===== config.mk =====
export PLATFORM = sky130hd
export DESIGN_NAME = countdown_timer_bank_top
export DESIGN_NICKNAME = d
export VERILOG_FILES = /design/src/hw/rtl/ctb_pkg.sv /design/src/hw/rtl/ctb_entry_ram.sv /design/src/hw/rtl/ctb_engine.sv /design/src/hw/rtl/countdown_timer_bank_top.sv
export SDC_FILE = /design/constraint.sdc
export NUM_CORES = 2
export LEC_CHECK = 0
export CORE_MARGIN = 5
export CORE_UTILIZATION = 55
export CTS_CLUSTER_DIAMETER = 80
export DETAILED_ROUTE_END_ITERATION = 8
export DONT_BUFFER_PORTS = 1
export PLACE_DENSITY = 0.78
export SYNTH_ARGS = -nofsm -noshare
export SYNTH_HDL_FRONTEND = slang
export SYNTH_SLANG_ARGS = --single-unit

===== constraint.sdc =====
create_clock -name i_clk -period 15.5 [get_ports i_clk]
set_input_delay 1.55 -clock i_clk [delete_from_list [all_inputs] [get_ports i_clk]]
set_output_delay 1.55 -clock i_clk [all_outputs]
set_load 0.01 [all_outputs]

===== src/hw/rtl/ctb_pkg.sv =====
// ctb_pkg: shared constants, beat types and state codes for the countdown timer bank.
// Used by ctb_entry_ram, ctb_engine and countdown_timer_bank_top. No dependencies.
`default_nettype none

package ctb_pkg;

    // Sizing
    localparam int TIMERS      = 16;
    localparam int HANDLE_BITS = 8;
    localparam int IDX_W       = (TIMERS > 1) ? $clog2(TIMERS) : 1;
    localparam int CNT_W       = $clog2(TIMERS + 1);

    // Fixed field widths
    localparam int OP_W      = 2;
    localparam int ELAPSED_W = 16;
    localparam int DUR_W     = 32;
    localparam int REM_W     = DUR_W + 1;
    localparam int KIND_W    = 3;
    localparam int OHANDLE_W = 8;
    localparam int SCALED_W  = 24;
    localparam int TOTAL_W   = 48;
    localparam int SCALE_W   = 16;
    localparam int PROD_W    = ELAPSED_W + SCALE_W;
    localparam int FRAC_W    = 8;

    localparam logic [SCALE_W-1:0] SCALE_RESET = 16'd256;

    typedef enum logic [OP_W-1:0] {
        OP_TICK  = 2'd0,
        OP_SET   = 2'd1,
        OP_CLEAR = 2'd2,
        OP_NONE  = 2'd3
    } t_op;

    typedef enum logic [KIND_W-1:0] {
        KIND_SET_OK   = 3'd0,
        KIND_SET_FULL = 3'd1,
        KIND_CLEARED  = 3'd2,
        KIND_TICK     = 3'd3,
        KIND_FIRED    = 3'd4
    } t_kind;

    typedef enum logic [1:0] {
        ST_IDLE,
        ST_WALK,
        ST_FLUSH,
        ST_PACK
    } t_state;

    typedef struct packed {
        logic [OP_W-1:0]      opcode;
        logic [ELAPSED_W-1:0] elapsed;
        logic [DUR_W-1:0]     duration;
        logic                 repeat_req;
    } t_cmd;

    typedef struct packed {
        logic [KIND_W-1:0]    kind;
        logic [OHANDLE_W-1:0] handle;
        logic [SCALED_W-1:0]  scaled_delta;
        logic [TOTAL_W-1:0]   total_time;
        logic                 last;
    } t_res;

    // remaining is two's complement; stored values are never negative
    typedef struct packed {
        logic [REM_W-1:0]       remaining;
        logic [DUR_W-1:0]       reload_value;
        logic                   repeats;
        logic [HANDLE_BITS-1:0] entry_handle;
    } t_entry;

    typedef struct packed {
        logic             wr_en;
        logic [IDX_W-1:0] wr_addr;
        t_entry           wr_data;
        logic             rd_en;
        logic [IDX_W-1:0] rd_addr;
    } t_mem_req;

endpackage

`default_nettype wire


===== src/hw/rtl/ctb_entry_ram.sv =====
// ctb_entry_ram: timer entry store, one write and one registered read per cycle.
// Depends on ctb_pkg for t_entry, t_mem_req and TIMERS.
`default_nettype none

module ctb_entry_ram (
    input  wire logic              i_clk,
    input  wire ctb_pkg::t_mem_req i_req,
    output ctb_pkg::t_entry        o_rd_data
);

    ctb_pkg::t_entry mem [ctb_pkg::TIMERS];
    ctb_pkg::t_entry r_rd_data;

    always_ff @(posedge i_clk) begin
        if (i_req.wr_en) begin
            mem[i_req.wr_addr] <= i_req.wr_data;
        end
        if (i_req.rd_en) begin
            r_rd_data <= mem[i_req.rd_addr];
        end
    end

    assign o_rd_data = r_rd_data;

endmodule

`default_nettype wire


===== src/hw/rtl/ctb_engine.sv =====
// ctb_engine: command sequencer; set/clear, tick walk over the entry RAM, list compaction.
// Depends on ctb_pkg; drives ctb_entry_ram through a t_mem_req bundle.
`default_nettype none

module ctb_engine (
    input  wire logic                          i_clk,
    input  wire logic                          i_rst_n,
    input  wire logic                          i_start,
    input  wire ctb_pkg::t_cmd                 i_cmd,
    input  wire logic [ctb_pkg::SCALE_W-1:0]   i_time_scale,
    input  wire ctb_pkg::t_entry               i_rd_data,
    output ctb_pkg::t_mem_req                  o_mem_req,
    output logic                               o_busy,
    output logic                               o_res_stb,
    output ctb_pkg::t_res                      o_res
);

    ctb_pkg::t_state                      r_state, n_state;
    logic [ctb_pkg::CNT_W-1:0]            r_count, n_count;
    logic [ctb_pkg::HANDLE_BITS-1:0]      r_next_handle, n_next_handle;
    logic [ctb_pkg::TOTAL_W-1:0]          r_total, n_total;
    logic [ctb_pkg::ELAPSED_W-1:0]        r_elapsed, n_elapsed;
    logic [ctb_pkg::IDX_W-1:0]            r_idx, n_idx;
    logic [ctb_pkg::TIMERS-1:0]           r_keep, n_keep;
    logic                                 r_any_drop, n_any_drop;
    ctb_pkg::t_res                        r_pend, n_pend;
    ctb_pkg::t_res                        r_out, n_out;
    logic                                 r_out_stb, n_out_stb;
    logic [ctb_pkg::CNT_W-1:0]            r_src, n_src;
    logic [ctb_pkg::CNT_W-1:0]            r_dst, n_dst;
    logic                                 r_cp_vld, n_cp_vld;
    logic [ctb_pkg::IDX_W-1:0]            r_cp_idx, n_cp_idx;

    always_comb begin
        ctb_pkg::t_mem_req         req;
        ctb_pkg::t_res             res;
        logic [ctb_pkg::CNT_W-1:0] top_idx;
        logic [ctb_pkg::REM_W-1:0] rem_new;
        logic [ctb_pkg::PROD_W-1:0] prod;
        logic                      fire;
        logic                      drop;

        n_state       = r_state;
        n_count       = r_count;
        n_next_handle = r_next_handle;
        n_total       = r_total;
        n_elapsed     = r_elapsed;
        n_idx         = r_idx;
        n_keep        = r_keep;
        n_any_drop    = r_any_drop;
        n_pend        = r_pend;
        n_out         = r_out;
        n_out_stb     = 1'b0;
        n_src         = r_src;
        n_dst         = r_dst;
        n_cp_vld      = r_cp_vld;
        n_cp_idx      = r_cp_idx;

        req     = '0;
        res     = '0;
        top_idx = r_count - 1'b1;
        rem_new = i_rd_data.remaining - ctb_pkg::REM_W'(r_elapsed);
        fire    = rem_new[ctb_pkg::REM_W-1];
        drop    = fire && !i_rd_data.repeats;
        prod    = ctb_pkg::PROD_W'(i_cmd.elapsed) * ctb_pkg::PROD_W'(i_time_scale);

        unique case (r_state)
            ctb_pkg::ST_IDLE: begin
                if (i_start) begin
                    unique case (i_cmd.opcode)
                        ctb_pkg::OP_SET: begin
                            if (r_count < ctb_pkg::CNT_W'(ctb_pkg::TIMERS)) begin
                                req.wr_en                  = 1'b1;
                                req.wr_addr                = r_count[ctb_pkg::IDX_W-1:0];
                                req.wr_data.remaining      = ctb_pkg::REM_W'(i_cmd.duration);
                                req.wr_data.reload_value   = i_cmd.duration;
                                req.wr_data.repeats        = i_cmd.repeat_req;
                                req.wr_data.entry_handle   = r_next_handle;
                                n_count       = r_count + 1'b1;
                                n_next_handle = r_next_handle + 1'b1;
                                res.kind      = ctb_pkg::KIND_SET_OK;
                                res.handle    = ctb_pkg::OHANDLE_W'(r_next_handle);
                            end else begin
                                res.kind      = ctb_pkg::KIND_SET_FULL;
                            end
                            res.last  = 1'b1;
                            n_out     = res;
                            n_out_stb = 1'b1;
                        end
                        ctb_pkg::OP_CLEAR: begin
                            n_count   = '0;
                            res.kind  = ctb_pkg::KIND_CLEARED;
                            res.last  = 1'b1;
                            n_out     = res;
                            n_out_stb = 1'b1;
                        end
                        ctb_pkg::OP_TICK: begin
                            n_total          = r_total + ctb_pkg::TOTAL_W'(i_cmd.elapsed);
                            n_elapsed        = i_cmd.elapsed;
                            res.kind         = ctb_pkg::KIND_TICK;
                            res.scaled_delta = prod[ctb_pkg::PROD_W-1:ctb_pkg::FRAC_W];
                            res.total_time   = n_total;
                            n_pend           = res;
                            n_any_drop       = 1'b0;
                            if (r_count == '0) begin
                                n_state = ctb_pkg::ST_FLUSH;
                            end else begin
                                req.rd_en   = 1'b1;
                                req.rd_addr = top_idx[ctb_pkg::IDX_W-1:0];
                                n_idx       = top_idx[ctb_pkg::IDX_W-1:0];
                                n_state     = ctb_pkg::ST_WALK;
                            end
                        end
                        default: begin
                        end
                    endcase
                end
            end

            ctb_pkg::ST_WALK: begin
                // entry r_idx is on the read port this cycle
                req.wr_en           = 1'b1;
                req.wr_addr         = r_idx;
                req.wr_data         = i_rd_data;
                req.wr_data.remaining = fire ? ctb_pkg::REM_W'(i_rd_data.reload_value)
                                             : rem_new;
                n_keep[r_idx] = !drop;
                if (drop) begin
                    n_any_drop = 1'b1;
                end
                if (fire) begin
                    n_out      = r_pend;
                    n_out_stb  = 1'b1;
                    res.kind   = ctb_pkg::KIND_FIRED;
                    res.handle = ctb_pkg::OHANDLE_W'(i_rd_data.entry_handle);
                    n_pend     = res;
                end
                if (r_idx != '0) begin
                    req.rd_en   = 1'b1;
                    req.rd_addr = r_idx - 1'b1;
                    n_idx       = r_idx - 1'b1;
                end else begin
                    n_state = ctb_pkg::ST_FLUSH;
                end
            end

            ctb_pkg::ST_FLUSH: begin
                n_out      = r_pend;
                n_out.last = 1'b1;
                n_out_stb  = 1'b1;
                if (r_any_drop) begin
                    n_src    = '0;
                    n_dst    = '0;
                    n_cp_vld = 1'b0;
                    n_state  = ctb_pkg::ST_PACK;
                end else begin
                    n_state = ctb_pkg::ST_IDLE;
                end
            end

            ctb_pkg::ST_PACK: begin
                // survivors move down in order; dst never passes the read side
                if (r_cp_vld && r_keep[r_cp_idx]) begin
                    req.wr_en   = 1'b1;
                    req.wr_addr = r_dst[ctb_pkg::IDX_W-1:0];
                    req.wr_data = i_rd_data;
                    n_dst       = r_dst + 1'b1;
                end
                if (r_src != r_count) begin
                    req.rd_en   = 1'b1;
                    req.rd_addr = r_src[ctb_pkg::IDX_W-1:0];
                    n_cp_idx    = r_src[ctb_pkg::IDX_W-1:0];
                    n_cp_vld    = 1'b1;
                    n_src       = r_src + 1'b1;
                end else begin
                    n_cp_vld = 1'b0;
                    if (!r_cp_vld) begin
                        n_count = r_dst;
                        n_state = ctb_pkg::ST_IDLE;
                    end
                end
            end

            default: begin
                n_state = ctb_pkg::ST_IDLE;
            end
        endcase

        o_mem_req = req;
    end

    always_ff @(posedge i_clk) begin
        if (!i_rst_n) begin
            r_state       <= ctb_pkg::ST_IDLE;
            r_count       <= '0;
            r_next_handle <= '0;
            r_total       <= '0;
            r_out_stb     <= 1'b0;
            r_any_drop    <= 1'b0;
            r_cp_vld      <= 1'b0;
        end else begin
            r_state       <= n_state;
            r_count       <= n_count;
            r_next_handle <= n_next_handle;
            r_total       <= n_total;
            r_out_stb     <= n_out_stb;
            r_any_drop    <= n_any_drop;
            r_cp_vld      <= n_cp_vld;
        end
    end

    always_ff @(posedge i_clk) begin
        r_elapsed <= n_elapsed;
        r_idx     <= n_idx;
        r_keep    <= n_keep;
        r_pend    <= n_pend;
        r_out     <= n_out;
        r_src     <= n_src;
        r_dst     <= n_dst;
        r_cp_idx  <= n_cp_idx;
    end

    assign o_busy    = (r_state != ctb_pkg::ST_IDLE);
    assign o_res_stb = r_out_stb;
    assign o_res     = r_out;

endmodule

`default_nettype wire


===== src/hw/rtl/countdown_timer_bank_top.sv =====
// countdown_timer_bank_top: bank of countdown timers with auto reload, top level.
// Depends on ctb_pkg, ctb_entry_ram and ctb_engine.
//
//   channel   | beat type        | handshake
//   ----------+------------------+----------------------------------------
//   command   | ctb_pkg::t_cmd   | i_start, taken when o_busy is low
//   result    | ctb_pkg::t_res   | o_res_stb, one cycle per beat, no stall
//   config    | 16-bit scale     | i_cfg_we, written on that edge
//
// Set and clear: result beat in the cycle after the command.
// Tick: one RAM read-modify-write per live entry through the
// single-read-port entry RAM, plus a flush beat for the final result;
// when any one-shot timer expired, a compaction pass follows. o_busy is
// high throughout.
// Reset (synchronous, active low) empties the list; the entry RAM is not
// cleared since only entries below the live count are ever read.
// Result beats cannot be stalled; a fired timer beat is held one entry
// so the final beat of a command carries last.
`default_nettype none

module countdown_timer_bank_top (
    input  wire logic                        i_clk,
    input  wire logic                        i_rst_n,
    input  wire logic                        i_start,
    input  wire ctb_pkg::t_cmd               i_cmd,
    output logic                             o_busy,
    output logic                             o_res_stb,
    output ctb_pkg::t_res                    o_res,
    input  wire logic                        i_cfg_we,
    input  wire logic [ctb_pkg::SCALE_W-1:0] i_cfg_wdata
);

    // Q8.8 scale for the tick summary, 1.0 after reset
    logic [ctb_pkg::SCALE_W-1:0] r_time_scale;

    ctb_pkg::t_mem_req mem_req;
    ctb_pkg::t_entry   rd_data;

    always_ff @(posedge i_clk) begin
        if (!i_rst_n) begin
            r_time_scale <= ctb_pkg::SCALE_RESET;
        end else if (i_cfg_we) begin
            r_time_scale <= i_cfg_wdata;
        end
    end

    ctb_entry_ram u_ram (
        .i_clk     (i_clk),
        .i_req     (mem_req),
        .o_rd_data (rd_data)
    );

    ctb_engine u_engine (
        .i_clk        (i_clk),
        .i_rst_n      (i_rst_n),
        .i_start      (i_start),
        .i_cmd        (i_cmd),
        .i_time_scale (r_time_scale),
        .i_rd_data    (rd_data),
        .o_mem_req    (mem_req),
        .o_busy       (o_busy),
        .o_res_stb    (o_res_stb),
        .o_res        (o_res)
    );

endmodule

`default_nettype wire


==> parameters.txt <==
Parameter                              Value

Power
  Pwr Total ... 14.12 mW
  Gate power share ... 0.316
  Net load switching power ... 5.140 mW
  Power share of the sequential group ... 0.427
  Internal power ... 8.982 mW
  Cell area power density ... between 150 and 200 mW/mm2
  Leakage power total ... 27.65 nW
  Switching part of the total power ... 0.3640
  Worst VDD drop ... roughly 0.15 mV
  Clock group share of total power ... 0.256

Critical path
  Critical Path, Cell by Cell ... nand2_1 -> fa_1 -> inv_1 -> fa_1 -> ha_1 -> inv_1 -> fa_1 -> fa_1 -> inv_1 -> fa_1 -> ha_1 -> nand3_1 -> o211ai_1 -> a211oi_1 -> a211oi_1 -> o311ai_0 -> o211a_1 -> nor2_1 -> a21oi_1 -> mux2_2
  Delay of the slowest critical-path stage ... 0.77 ns
  Max FO, Critical Path ... 16
  Signal arrival time at the worst endpoint ... 7.78 ns
  Kind of cell with the highest combined delay on the critical path ... adder cells
  Endpoint class of the critical path ... flip-flop
  Worst-path cell with the longest stage delay ... dfxtp_1
  Number of cells traversed by the worst register-to-register path ... 20
  Worst path required time ... approximately 16 ns
  Reg-to-reg setup timing slack ... 8.26 ns
  Cell seen most often among critical-path stages ... fa_1
  Crit Reg-Reg Startpoint ... r_time_scale[1]$_SDFFE_PN0P_
  WP buf/inv ... 3
  Crit path launch type ... flip-flop
  Reg-to-reg critical path endpoint ... u_engine.r_pend[71]$_SDFFCE_PP0P_
  Start-to-end type of the worst setup path ... reg2reg

STA
  Post-layout minimum cycle time ... 7.237 ns
  Worst slew margin ... 0.1059
  Final Hold Fails ... 0
  Final worst-path cycle share ... 0.4669
  Worst Setup Slack, final ... 8.263 ns
  Highest Clock Rate ... 138.2 MHz
  Clock skew ... 0.06492 ns
  Pins over their slew limit ... 0
  Setup repair after global routing missed its margin ... no
  Actual slew at the worst max-slew pin ... 1.338 ns
  Setup tns final ... 0 ns
  Final-report setup violation count ... 0
  WHS ... 0.4851 ns

Clock network
  CTS clk-pin slew, worst paths ... ~0.060 ns
  Hold buffers post-CTS ... 0
  Root buffer cell ... clkbuf_16
  Post-CTS repair timing setup buffer count ... 0
  Clock Tree Buf Depth ... 3
  Source-to-sink clock delay at the later pin of the worst-skew pair ... approximately 0.82 ns
  Clock tree from TritonCTS ... built
  Clock sink count ... about 1600
  CTS buffer count ... 153
  Number of H-tree levels ... 4
  Resized cells post-CTS ... 0

Synthesis
  Top FF cell, synth ... edfxtp_1
  Netlist area before placement ... slightly above 0.07 mm2
  Number of distinct library cells after synthesis ... 75
  Flops & latches, synth ... 1556
  Synthesis Warnings ... 0
  Sequential element share of the synthesized area ... 0.6456
  Count of flip-flops with a built-in enable after synthesis ... 1474
  Mean cell area of the mapped netlist ... 12.86 um2
  Share of synthesized registers carrying an async set or reset ... 0
  Count of mapped cells out of synthesis ... 5529
  Net count of the mapped netlist ... 5946

Detailed routing
  Residual DRC count ... 0
  WL final ... 190.0 mm
  Total via count in the routed design ... 46780
  WL per Instance ... 25.99 um
  Detail Route Antenna Nets ... 0
  Iter 0 DRT Violations ... 6826
  Iteration count of the initial detailed-routing pass ... 8
  Vias per std cell ... 6.400

Worst hold path
  HP Start ... u_engine.r_total[13]$_SDFFE_PN0P_
  Worst Hold Class ... reg2reg
  Cell count of the worst hold path ... 2
  Worst min-delay path endpoint ... u_engine.r_total[13]$_SDFFE_PN0P_

Floorplan
  Std cell rows ... 132
  Die extent in x ... roughly 370 um
  Core Region ... approximately 0.13 mm2
  Starting Density ... 0.5513
  DIE HEIGHT ... 369.6 um
  DIE AREA ... 0.1366 mm2
  Number of ports placed on the die boundary ... between 150 and 200

GRT
  Wire length of the first global-routing pass ... 281.9 mm
  Number of global-route vias before repair ... 45600
  Number of antenna violations at the first check in global routing ... 7
  Overall track demand over capacity in global routing ... 0.2739
  Largest net degree at the start of global routing ... 101
  Residual overflow from global routing ... 0

Placement
  Half-perimeter wire length after placement ... 106.2 mm
  Pre-CTS WS ... 7.633 ns
  IO buf count ... 0
  Final weighted congestion in routability-driven placement ... between 0.9 and 1

Outcome
  Outcome ... completed

Finish
  Number of nets in the final layout ... ~6000
  Layout cell share with drive strength beyond 1 ... 0.06548
  Final core utilization ... 0.6026
  Signed area change from the synthesized netlist to the final layout ... 9.305%

Flow run
  Max Cap Violations ... 0
## metal layers
| layer | up-vias | track usage | part of all wire |
|---|---|---|---|
| met5 | - | 0 | 0.00014 |
| met4 | 4 | 0.1136 | 0.044 |
| met3 | 597 | 0.07195 | 0.13 |
| met2 | 3362 | 0.4403 | 0.47 |
| met1 | 22890 | 0.3574 | 0.36 |
| li1 | 19930 | - | - |
## final cells by class
class | instances | area (um2)
diodes | 8 | 20.02
clock buffers | 200 | 4099
clock inverters | 82 | 800.8
fillers | 9422 | 51260
inverters | 281 | 1055
multi-input cells | 3359 | 23050
flip-flops and latches | 1556 | 45900
well taps | 1742 | 2180
repair buffers | 81 | 620.6
## worst reg2reg max path, delay by kind of cell (launching register included)
family	cells	cell delay (ns)
AOI/OAI and AO/OA	6	2.28
adders and majority gates	7	3.08
buffers and inverters	3	0.17
DFF	1	0.77
muxes	1	0.35
and+or+nand+nor	3	0.38
## worst max-delay path by stage
| stage | start | to | slack [ns] | cells past startpoint |
|---|---|---|---|---|
| after global routing | r_time_scale[2]$_SDFFE_PN0P_ | u_engine.r_pend[71]$_SDFFCE_PP0P_ | 7.98 | 20 |
| after global placement | i_cmd[42] | u_engine.r_pend[71]$_SDFFCE_PP0P_ | 7.66 | 21 |
| final | r_time_scale[1]$_SDFFE_PN0P_ | u_engine.r_pend[71]$_SDFFCE_PP0P_ | 8.26 | 20 |
| after floorplan | i_cmd[50] | u_ram.mem[14][0]$_DFFE_PP_ | 7.15 | 7 |
| after CTS | r_time_scale[1]$_SDFFE_PN0P_ | u_engine.r_pend[71]$_SDFFCE_PP0P_ | 8.34 | 20 |
| after detailed placement | i_cmd[42] | u_engine.r_pend[71]$_SDFFCE_PP0P_ | 7.63 | 21 |
## cell usage in the layout, fill, tap and decap left out, types with 105 or more instances in the layout
cell and instances:
a21oi_1 152, edfxtp_1 1474, inv_1 279, nor2_1 244, and2_1 210, a32oi_1 107, o21ai_0 184, clkbuf_16 156
nand3_1 240, o22ai_1 121, nand2_1 882, ha_1 149, fa_1 195, mux2i_1 127, nand4_1 105
## state kept, by name, summed over array words and instances (netlist names), 2 cells and up
signal                  flops
u_engine.o_res             84
u_engine.r_total           48
u_engine.r_count            5
u_engine.r_keep            16
u_ram.mem                1184
r_time_scale               16
u_ram.o_rd_data            74
u_engine.r_state            2
u_engine.r_src              5
u_engine.r_idx              4
u_engine.r_next_handle      8
u_engine.r_cp_idx           4
u_engine.r_dst              5
u_engine.r_elapsed         16
u_engine.r_pend            82
## Yosys cell counts, types with 11 or more instances
library cell     n  share of area
and3_1          15         0.0013
dfxtp_1         82          0.023
edfxtp_1      1474           0.62
nand4_1        105         0.0092
buf_4           14         0.0015
nor3_1          27         0.0019
a32oi_1        107          0.013
buf_1           26         0.0014
a21o_1          21         0.0022
nor2b_1         12         0.0011
and2_1         211          0.019
fa_1           195          0.055
nor2_1         262          0.014
buf_2           59         0.0042
o22ai_1        121          0.011
a22oi_1         85         0.0090
o21a_1          39         0.0041
clkbuf_1       229          0.012
o211ai_1        47         0.0050
nand2_1        885          0.047
mux2i_1        127          0.018
a21oi_1        155          0.011
xnor2_1         50         0.0062
ha_1           151          0.027
inv_1          280          0.015
nand3_1        240          0.017
or3_1           61         0.0054
a31oi_1         11        0.00097
o21ai_0        184          0.013
a211oi_1        12         0.0013
a222oi_1        29         0.0041
xor2_1          85          0.010
nand2b_1        17         0.0015
## per-stage QoR
stage	cell area [um2]	instances
after floorplan	71110	5529
after global placement	72800	7019
after detailed placement	72800	7019
after CTS	77700	7301
after global routing	77700	7301
final	77720	7309
## cells by family after synthesis
kind of cell | synth area share
multiplexers | 0.01978
AO/OA/AOI/OAI | 0.08150
flip-flops | 0.6456
adder cells (fa/ha/maj) | 0.08147
buffers and inverters | 0.03454
AND/OR/NAND/NOR | 0.1203
XOR/XNOR | 0.01686
## power by group through the flow
stage / sequential (mW) / clock [mW] / combinational [mW]
3_5_place_dp: 6.11 / 0 / 4.34
2_1_floorplan: 6.03 / 0 / 2.93
6_report: 6.03 / 3.62 / 4.47
3_3_place_gp: 6.09 / 0 / 4.23
5_1_grt: 6.06 / 3.83 / 4.80
4_1_cts: 6.03 / 3.65 / 4.37
No activity file was read; power rests on OpenSTA's default activity.
